## config.mk

```make
export PLATFORM = sky130hd
export DESIGN_NAME = bucketed_latency_histogram
export DESIGN_NICKNAME = d
export VERILOG_FILES = /design/src/hw/rtl/bhist_pkg.sv /design/src/hw/rtl/bhist_bucket_sel.sv /design/src/hw/rtl/bhist_counters.sv /design/src/hw/rtl/bucketed_latency_histogram.sv
export SDC_FILE = /design/constraint.sdc
export NUM_CORES = 2
export LEC_CHECK = 0
export ABC_AREA = 1
export BUFFER_PORTS_ARGS = -buffer_cell sky130_fd_sc_hd__buf_2
export CORE_ASPECT_RATIO = 0.7
export CORE_UTILIZATION = 45
export DETAILED_ROUTE_END_ITERATION = 7
export PLACE_DENSITY = 0.64
export SLEW_MARGIN = 30
export SYNTH_ARGS = -nofsm -noshare
export SYNTH_HDL_FRONTEND = slang
export SYNTH_HIERARCHICAL = 1
export SYNTH_SLANG_ARGS = --single-unit
```

## constraint.sdc

```tcl
create_clock -name clk -period 9.5 [get_ports clk]
set_input_delay 1.9 -clock clk [delete_from_list [all_inputs] [get_ports clk]]
set_output_delay 1.9 -clock clk [all_outputs]
set_load 0.01 [all_outputs]
```

## src/hw/rtl/bhist_pkg.sv

```systemverilog
package bhist_pkg;

  // field widths
  localparam int DATA_W    = 32;
  localparam int SUM_W     = 48;
  localparam int BKT_W     = 4;

  // bounds and buckets
  localparam int NUM_REGS    = 8;
  localparam int NUM_BOUNDS  = 8;
  localparam int NUM_BUCKETS = 9;
  localparam int REG_IDX_W   = $clog2(NUM_REGS);
  localparam int CFG_IDX_W   = 4;

  localparam logic [BKT_W-1:0] OVF_BUCKET = 4'd8;

  // operation codes carried in the input tuser
  localparam logic FUNC_OBSERVE = 1'b0;
  localparam logic FUNC_READ    = 1'b1;

  // stream word widths
  localparam int IN_TDATA_W  = 40;
  localparam int OUT_TDATA_W = 152;

  typedef logic [NUM_REGS-1:0][DATA_W-1:0]    bound_vec_t;
  typedef logic [NUM_BUCKETS-1:0][DATA_W-1:0] cnt_vec_t;

  localparam bound_vec_t BOUND_RESET = {
    32'd5000000, 32'd1000000, 32'd500000, 32'd100000,
    32'd50000,   32'd10000,   32'd5000,   32'd1000
  };

  // per-word command from the datapath to the counter bank
  typedef struct packed {
    logic             obs;   // observe word advancing this cycle
    logic [BKT_W-1:0] hit;   // bucket chosen for the sample
    logic [BKT_W-1:0] sel;   // bucket to read, already clamped
  } upd_t;

endpackage

```

## src/hw/rtl/bhist_bucket_sel.sv

```systemverilog
module bhist_bucket_sel (
  input  logic [bhist_pkg::DATA_W-1:0] sample,
  input  bhist_pkg::bound_vec_t        bounds,
  output logic [bhist_pkg::BKT_W-1:0]  hit
);
  import bhist_pkg::*;

  // parallel compares, lowest-numbered matching bound wins
  always_comb begin
    hit = OVF_BUCKET;
    for (int i = NUM_BOUNDS - 1; i >= 0; i--) begin
      if (sample <= bounds[i]) begin
        hit = BKT_W'(i);
      end
    end
  end

endmodule

```

## src/hw/rtl/bhist_counters.sv

```systemverilog
module bhist_counters (
  input  logic                         clk,
  input  logic                         rst_n,
  input  bhist_pkg::upd_t              upd,
  input  logic [bhist_pkg::DATA_W-1:0] sample,
  output logic [bhist_pkg::DATA_W-1:0] rd_count,
  output logic [bhist_pkg::DATA_W-1:0] rd_cum,
  output logic [bhist_pkg::DATA_W-1:0] total_nxt,
  output logic [bhist_pkg::SUM_W-1:0]  sum_nxt
);
  import bhist_pkg::*;

  // bucket counters and saturated prefix sums of them
  cnt_vec_t                cnt_r, cnt_nxt;
  cnt_vec_t                pre_r, pre_nxt;
  logic [DATA_W-1:0]       total_r;
  logic [SUM_W-1:0]        sum_r;
  logic [NUM_BUCKETS-1:0]  hit_oh;
  logic [NUM_BUCKETS-1:0]  cnt_full;
  logic                    cnt_bump;
  logic [SUM_W:0]          sum_wide;

  // Prefix k holds min(sum of counters 0..k, max). A real count added to
  // bucket h raises every true prefix at or above h by one, so each prefix
  // only needs a saturating increment.
  always_comb begin
    cnt_nxt = cnt_r;
    pre_nxt = pre_r;
    for (int i = 0; i < NUM_BUCKETS; i++) begin
      hit_oh[i]   = (upd.hit == BKT_W'(i));
      cnt_full[i] = &cnt_r[i];
    end
    cnt_bump = upd.obs && !(|(hit_oh & cnt_full));
    for (int i = 0; i < NUM_BUCKETS; i++) begin
      if (cnt_bump && hit_oh[i]) begin
        cnt_nxt[i] = cnt_r[i] + 1'b1;
      end
      if (cnt_bump && (BKT_W'(i) >= upd.hit) && !(&pre_r[i])) begin
        pre_nxt[i] = pre_r[i] + 1'b1;
      end
    end
  end

  // total count and running sum, both saturating
  always_comb begin
    total_nxt = total_r;
    sum_nxt   = sum_r;
    sum_wide  = {1'b0, sum_r} + (SUM_W + 1)'(sample);
    if (upd.obs) begin
      if (!(&total_r)) begin
        total_nxt = total_r + 1'b1;
      end
      sum_nxt = sum_wide[SUM_W] ? '1 : sum_wide[SUM_W-1:0];
    end
  end

  // read port for the current word
  assign rd_count = cnt_r[upd.sel];
  assign rd_cum   = pre_r[upd.sel];

  always_ff @(posedge clk) begin
    if (!rst_n) begin
      cnt_r   <= '0;
      pre_r   <= '0;
      total_r <= '0;
      sum_r   <= '0;
    end else begin
      cnt_r   <= cnt_nxt;
      pre_r   <= pre_nxt;
      total_r <= total_nxt;
      sum_r   <= sum_nxt;
    end
  end

  // first prefix is just bucket 0
  a_pre0: assert property (@(posedge clk) disable iff (!rst_n)
    pre_r[0] == cnt_r[0])
    else $error("prefix of bucket 0 differs from its counter");

  // counts lost to bucket saturation can only lower the full prefix
  a_pre_total: assert property (@(posedge clk) disable iff (!rst_n)
    pre_r[NUM_BUCKETS-1] <= total_r)
    else $error("full prefix exceeds total count");

  // an observe raises an unsaturated total by exactly one
  a_total_inc: assert property (@(posedge clk) disable iff (!rst_n)
    (upd.obs && !(&total_r)) |=> (total_r == $past(total_r) + 32'd1))
    else $error("total count did not advance on observe");

endmodule

```

## src/hw/rtl/bucketed_latency_histogram.sv

```systemverilog
// Latency histogram over eight software-set ascending bounds plus an overflow
// bucket. One word is accepted and one result can leave per clock with no
// bubbles while out_tready is high: an input register holds the word, a single
// pass of parallel bound compares, a saturating counter bank with running
// prefix sums and the sum adder produces the result, and a result register
// loads it as the word leaves the input register. Each result reflects every
// earlier word, so a read right after an observe already sees it. in_tuser
// selects observe (0) or read (1). Bounds are written through the cfg port
// only while the block is idle, a user rule the block does not enforce;
// writes to index 8 and above are dropped. All counters clear at reset.
module bucketed_latency_histogram (
  input  logic                                  clk,
  input  logic                                  rst_n,
  // config write port
  input  logic                                  cfg_wr_en,
  input  logic [bhist_pkg::CFG_IDX_W-1:0]       cfg_index,
  input  logic [bhist_pkg::DATA_W-1:0]          cfg_wdata,
  // input stream
  input  logic                                  in_tvalid,
  output logic                                  in_tready,
  // sample_value[31:0], bucket_select[35:32], zero pad
  input  logic [bhist_pkg::IN_TDATA_W-1:0]      in_tdata,
  // func[0]
  input  logic                                  in_tuser,
  // result stream
  output logic                                  out_tvalid,
  input  logic                                  out_tready,
  // bucket_hit[3:0], bucket_count[35:4], cumulative_count[67:36],
  // total_count[99:68], value_sum[147:100], zero pad
  output logic [bhist_pkg::OUT_TDATA_W-1:0]     out_tdata
);
  import bhist_pkg::*;

  bound_vec_t          bounds_r;

  // input register
  logic                s1_v_r;
  logic                s1_func_r;
  logic [DATA_W-1:0]   s1_sample_r;
  logic [BKT_W-1:0]    s1_sel_r;

  // result register
  logic                out_v_r;
  logic [BKT_W-1:0]    out_hit_r;
  logic [DATA_W-1:0]   out_count_r;
  logic [DATA_W-1:0]   out_cum_r;
  logic [DATA_W-1:0]   out_total_r;
  logic [SUM_W-1:0]    out_sum_r;

  logic                adv;
  logic                in_acc;
  logic                is_obs;
  logic [BKT_W-1:0]    hit;
  logic [BKT_W-1:0]    sel_clamp;
  upd_t                upd;
  logic [DATA_W-1:0]   rd_count;
  logic [DATA_W-1:0]   rd_cum;
  logic [DATA_W-1:0]   total_nxt;
  logic [SUM_W-1:0]    sum_nxt;

  // handshake: word moves on when the result register is free or draining
  assign adv       = s1_v_r && (!out_v_r || out_tready);
  assign in_tready = !s1_v_r || adv;
  assign in_acc    = in_tvalid && in_tready;

  // bound registers
  always_ff @(posedge clk) begin
    if (!rst_n) begin
      bounds_r <= BOUND_RESET;
    end else if (cfg_wr_en && (cfg_index < CFG_IDX_W'(NUM_REGS))) begin
      bounds_r[cfg_index[REG_IDX_W-1:0]] <= cfg_wdata;
    end
  end

  // input register
  always_ff @(posedge clk) begin
    if (!rst_n) begin
      s1_v_r <= 1'b0;
    end else if (in_tready) begin
      s1_v_r <= in_tvalid;
    end
  end

  always_ff @(posedge clk) begin
    if (in_acc) begin
      s1_func_r   <= in_tuser;
      s1_sample_r <= in_tdata[DATA_W-1:0];
      s1_sel_r    <= in_tdata[DATA_W+BKT_W-1:DATA_W];
    end
  end

  // select past the overflow bucket reads the overflow bucket
  always_comb begin
    sel_clamp = s1_sel_r;
    if (s1_sel_r inside {[4'd9:4'd15]}) begin
      sel_clamp = OVF_BUCKET;
    end
  end

  assign is_obs = (s1_func_r == FUNC_OBSERVE);

  bhist_bucket_sel u_sel (
    .sample (s1_sample_r),
    .bounds (bounds_r),
    .hit    (hit)
  );

  always_comb begin
    upd.obs = adv && is_obs;
    upd.hit = hit;
    upd.sel = sel_clamp;
  end

  bhist_counters u_cnt (
    .clk       (clk),
    .rst_n     (rst_n),
    .upd       (upd),
    .sample    (s1_sample_r),
    .rd_count  (rd_count),
    .rd_cum    (rd_cum),
    .total_nxt (total_nxt),
    .sum_nxt   (sum_nxt)
  );

  // result register
  always_ff @(posedge clk) begin
    if (!rst_n) begin
      out_v_r <= 1'b0;
    end else if (adv) begin
      out_v_r <= 1'b1;
    end else if (out_tready) begin
      out_v_r <= 1'b0;
    end
  end

  always_ff @(posedge clk) begin
    if (adv) begin
      out_hit_r   <= is_obs ? hit : '0;
      out_count_r <= is_obs ? '0 : rd_count;
      out_cum_r   <= is_obs ? '0 : rd_cum;
      out_total_r <= total_nxt;
      out_sum_r   <= sum_nxt;
    end
  end

  assign out_tvalid = out_v_r;
  assign out_tdata  = {4'b0, out_sum_r, out_total_r, out_cum_r, out_count_r, out_hit_r};

endmodule

```

* After elaboration in Yosys (flattened, before gate mapping)
Cells that the tools add are included.
** Storage, ports and cells
- Flip-flop bits (word level) :: 1099
- Input port bits :: 82
- Output and inout port bits :: 154
- Word-level logic and storage cells :: 183
** Cells by class
- Add/subtract/negate cells :: 20
- Magnitude comparators :: 23
- Equal/unequal tests :: 8
- Muxes and demuxes :: 22
- Bitwise logic cells :: 2
- Reductions and logical operators :: 70
** Operators by type and width (count)
- 32-bit by 1-bit adder with 32-bit output (second input constant) :: 19
- 32-bit AND reduction :: 19
- 32-bit binary-select mux with 4-bit select :: 2
- 256-bit bitwise mux :: 1
- 32-bit <= comparator :: 8
- 32-bit 2-to-1 mux :: 5
- 32-bit demux with 3-bit select :: 1
- 48-bit 2-to-1 mux :: 2
- 48-bit by 32-bit adder with 49-bit output :: 1
- 4-bit 2-to-1 mux :: 9
- 1-bit logical AND :: 34
- 4-bit by 3-bit == test with 1-bit output (second input constant) :: 4
- 3-bit by 4-bit >= comparator with 1-bit output (first input constant) :: 4
- 1-bit logical NOT :: 12
- 9-bit AND :: 1
- 9-bit OR reduction :: 1
- 4-bit by 2-bit == test with 1-bit output (second input constant) :: 2
- 1-bit by 4-bit >= comparator with 1-bit output (first input constant) :: 2
- 2-bit by 4-bit >= comparator with 1-bit output (first input constant) :: 2
- 4-bit by 5-bit less-than comparator with 1-bit output (second input constant) :: 1
- 4-bit by 1-bit == test with 1-bit output (second input constant) :: 1
- 4-bit == test (second input constant) :: 1
- 4-bit >= comparator (first input constant) :: 1
- 4-bit >= comparator (second input constant) :: 1
- other kinds (9) :: 11

* Depth between registers and ports, before layout
- Word-level depth :: 16
- Mapped depth :: 36

* Hierarchy
The synthesis kept the hierarchy.
** By module, submodules not included
- bhist_counters :: instances 1, cells an instance 7554, area each 44206.1 um^2
- bucketed_latency_histogram :: instances 1, cells an instance 1739, area each 15975.3 um^2
- bhist_bucket_sel :: instances 1, cells an instance 1055, area each 6845.3 um^2

* Worst setup path after synthesis
No wires, ideal clock.
- Path kind :: input port to flip-flop
- Start point :: in out_tready
- End point :: reg out_count_r[0], enable pin
- Arrival time :: 4947 ps
- Required time :: 8999 ps
- Slack :: 4052 ps
- Stages on the path :: 4
- Buffers on the path :: 0
- Cells stage by stage :: inv_1 > nand2_1 > nand2_1 > inv_1
** Between the ends
- Word-level cells in the longest chain between the ends :: 2
** Ends and longest elaborated chain
- start: declaration :: line bucketed_latency_histogram.sv:27 : input logic out_tready,
- 1-bit logical OR :: line bucketed_latency_histogram.sv:62 : assign adv = s1_v_r && (!out_v_r || out_tready);
- 1-bit logical AND :: line bucketed_latency_histogram.sv:62
- via adv :: line bucketed_latency_histogram.sv:50 : logic adv;
- end signal: assignment :: line bucketed_latency_histogram.sv:139 : out_count_r <= is_obs ? '0 : rd_count;
- end: declaration :: line bucketed_latency_histogram.sv:45 : logic [DATA_W-1:0] out_count_r;
The timed path passes the listed nets, and every way through them passes these cells.
A chain may end at the register's enable or synchronous reset.

* Final worst setup path
- Start point :: reg s1_sample_r[0]
- End point :: reg u_cnt/cnt_r[188] in the netlist's numbering
** Between the ends
- Word-level cells in the longest chain between the ends :: 15
** Ends and longest elaborated chain
- start: declaration :: line bucketed_latency_histogram.sv:39 : logic [DATA_W-1:0] s1_sample_r;
- start signal: assignment :: line bucketed_latency_histogram.sv:87 : s1_sample_r <= in_tdata[DATA_W-1:0];
- 32-bit <= comparator :: line bhist_bucket_sel.sv:12 : if (sample <= bounds[i]) begin
- 4-bit 2-to-1 mux (7 in a row) :: line bhist_bucket_sel.sv:12
- 4-bit 2-to-1 mux * :: line bhist_bucket_sel.sv:12
- via hit[0] :: line bucketed_latency_histogram.sv:53 : logic [BKT_W-1:0] hit;
- 4-bit by 1-bit == test with 1-bit output (tied with other cells) :: line bhist_counters.sv:30 : hit_oh[i] = (upd.hit == BKT_W'(i));
- 9-bit AND :: line bhist_counters.sv:33 : cnt_bump = upd.obs && !(|(hit_oh & cnt_full));
- 9-bit OR reduction :: line bhist_counters.sv:33
- 1-bit logical NOT :: line bhist_counters.sv:33
- 1-bit logical AND :: line bhist_counters.sv:33
- 1-bit logical AND * :: line bhist_counters.sv:35 : if (cnt_bump && hit_oh[i]) begin
- end signal: assignment :: line bhist_counters.sv:68 : cnt_r <= cnt_nxt;
- end: declaration :: line bhist_counters.sv:14 : cnt_vec_t cnt_r, cnt_nxt;
The timed path passes the listed nets; every way through them passes the cells marked *.

==> reports/qor.txt <==
Worst Setup Start Kind -> register
multi-input logic area -> 36900 um^2
worst ir drop on vdd -> 143 uV
fin. max-slew vios -> 0
R2R cell count -> 28
most frequent cells after synthesis -> nand2_1 (2496), nor2_1 (1791), inv_1 (1217), dfxtp_1 (914), nand3_1 (877)
Core ar. -> 148000 um^2
Die W -> 463 um
CP required -> 10140 ps
Max-slew headroom -> 21.4%
Yosys Warn Count -> 6
# nets final -> 10800
Finish-stage setup viols -> 0
Arr. time, crit path -> 7890 ps
CTS Hold Bufs -> 0
Crit Reg-Reg Endpoint -> u_cnt/cnt_r[188]$_SDFFE_PN0P_
Post-CTS Setup Inserts -> 0
depth of the CTS H-tree -> 3
FILL cells -> 14900
Synth Area in Adders -> 5.76%
Worst-Margin Slew -> 1160 ps
post-synthesis cell count -> 10300
worst r2r src -> s1_sample_r[0]$_DFFE_PP_
clock slew at reported path FFs -> 70 ps
max_cap viols -> 0
Synth Area in Compound Gates -> 11.0%
Final Hold Fails -> 0
global-route wire length before repair -> 351000 um
Worst Skew -> 43.9 ps
fin crit period -> 7250 ps
via count -> 68300
DRC viols -> 0
#FFs+latches synth -> 1099
xor/xnor share of the synthesized area -> 2.22%
Async S/R FF share, synth -> 0%
die extent in y -> 325 um
leakage power -> 30.9 nW
port buffer count -> 227
RSZ-0062 raised after global routing -> no
Slowest Stage Delay on Critical Path -> 780 ps
Reg area -> 23900 um^2
CTS tree -> yes
CTS Buf Count -> 114
DR WL/cell -> 18.6 um
Avg Cell Area, Syn -> 6.48 um^2
crit path max fanout -> 17
Post-synth EDFFs -> 185
family with the most delay on the worst path -> simple AND/OR/NAND/NOR gates
vias in the first global route -> 59300
antenna viol nets, final -> 0
FF-to-FF setup slack -> 2250 ps
HPWL Detailed -> 170000 um
Netlist Area Pre-Place -> 67000 um^2
Initial Utilization -> 45.4%
top cell type's share of synthesized area -> 27.3%
number of vias per cell -> 5.49
site row count -> 118
Hold Path Cell Cnt -> 2
Setup crit end kind -> register
setup total negative slack -> 0 ps
power per cell area -> 147 nW/um^2
Layout area overhead -> 10.2%
status -> completed
synth top area cells -> dfxtp_1 (27%), nand2_1 (14%), nor2_1 (10%), edfxtp_1 (8.3%), inv_1 (6.8%)
Initial DRC Count -> 8685
global-route usage over all layers -> 29.7%
I/O Pins -> 236
post-synthesis simple-gate area fraction -> 35.8%
CTS root buf -> clkbuf_16
area leader, netlist -> dfxtp_1
grt total ovfl -> 0
crit path to -> u_cnt/cnt_r[188]$_SDFFE_PN0P_
Worst Hold Class -> reg2reg
largest net degree at the start of global routing -> 210
Worst-Skew Late Latency -> 780 ps
routed wire length -> 232000 um
share of cells above drive strength 1 -> 6.02%
worst path buffer plus inverter count -> 3
post-synthesis sequential area ratio -> 35.6%
CP most frequent cell -> nand2_1
CTS max path bufs -> 3
Fmax -> 0.138 GHz
most frequent cell after synthesis -> nand2_1
hold_ws -> 459 ps
Critical-path top delay cell -> clkinv_1
gpl congestion -> 0.993
initial antenna violation count -> 17
Sink Count -> 1099
ys flop type -> dfxtp_1
mux cell area share after synthesis -> 0.0299%
Critical Path Stages -> 28
largest family of logic cells by synthesized area -> simple AND/OR/NAND/NOR gates
Worst Path Class, Setup -> reg2reg
fin crit share -> 76.3%
TritonRoute pass-1 iters -> 8
Tot Pwr -> 0.0109 W
die area -> 151000 um^2
Post-CTS Resized -> 0
Yosys cell types -> 60
origin of the worst setup path -> s1_sample_r[0]$_DFFE_PP_
==> routing by layer <==
layer / GRT usage [%] / vias up / routed length [um] / share of wire (%)
li1: - / 33500 / - / -
met1: 47.6 / 31600 / 113000 / 49
met2: 37.7 / 3014 / 84900 / 37
met3: 9.31 / 227 / 30700 / 13
met4: 4.88 / 12 / 3370 / 1.5
met5: 0 / - / 79 / 0.034
==> layout by cell type (no fill, tap or decap), drive strengths merged, types with 19 or more instances in the layout <==
master,count
nand2,2505
nor2,1824
inv,1235
dfxtp,914
nand3,881
a21oi,836
o21ai,392
buf,324
ha,307
nor3,218
edfxtp,185
nand4,181
clkbuf,161
xor2,128
nor4,50
xnor2,42
o221ai,40
clkinv,33
o311ai,30
o211ai,29
or2,26
o22ai,19
==> worst min-delay path, cell delays in order (launching register included) <==
cell,delay (ps)
dfxtp_1,330
nand2_1,50
nand3_1,50
==> worst min path at each step <==
stage | slack, ps | startpoint | to
after CTS | 460 | bounds_r[137]$_SDFFE_PN1P_ | bounds_r[137]$_SDFFE_PN1P_
after global routing | 480 | bounds_r[137]$_SDFFE_PN1P_ | bounds_r[137]$_SDFFE_PN1P_
after global placement | 440 | bounds_r[110]$_SDFFE_PN1P_ | bounds_r[110]$_SDFFE_PN1P_
final | 460 | bounds_r[6]$_SDFFE_PN1P_ | bounds_r[6]$_SDFFE_PN1P_
after detailed placement | 440 | bounds_r[137]$_SDFFE_PN1P_ | bounds_r[137]$_SDFFE_PN1P_
after floorplan | 430 | bounds_r[100]$_SDFFE_PN1P_ | bounds_r[100]$_SDFFE_PN1P_
==> per-stage QoR <==
step	worst slack [ps]	util, %	std cells	instance area (um^2)
global route	2010	50.0	12400	73900
CTS	2730	49.9	12400	73700
floorplan	4050	-	10400	67000
global placement	2810	47.2	12200	69700
finish	2250	50.0	12500	73900
detailed placement	2770	47.3	12200	69800
==> area by class of cell <==
class	count	share of cell area, %
multi-input combinational	7596	49.9
sequential	1099	32.3
inverter	1237	6.30
clock buffer	161	4.34
tap	1980	3.35
timing repair buffer	324	2.91
clock inverter	50	0.880
antenna	4	0.0135
==> state kept, by name, summed over array words and instances, names as in the netlist, 4 cells and up <==
name           flops
bounds_r         256
out_hit_r          4
u_cnt/pre_r      288
out_count_r       32
s1_sample_r       32
out_cum_r         32
u_cnt/total_r     32
s1_sel_r           4
u_cnt/cnt_r      288
out_total_r       32
u_cnt/sum_r       48
out_sum_r         48
==> power by group <==
part | switching (W) | internal, W | leakage [nW]
registers | 0.0000442 | 0.00482 | 9.11
logic | 0.000924 | 0.000343 | 19.9
clock network | 0.00206 | 0.00269 | 1.88
==> kinds of logic (layout without fill, tap and decap cells) <==
| kind of cell | Yosys count | in the layout |
|---|---|---|
| other | 1 | 8 |
| and+or+nand+nor | 5735 | 5735 |
| buffers and inverters | 1656 | 1772 |
| DFF | 1099 | 1099 |
| AOI/OAI and AO/OA | 1377 | 1377 |
| adders and majority gates | 308 | 308 |
| muxes | 2 | 2 |
| xor gates and xnor gates | 170 | 170 |
Power figures use the tool's default switching activity.
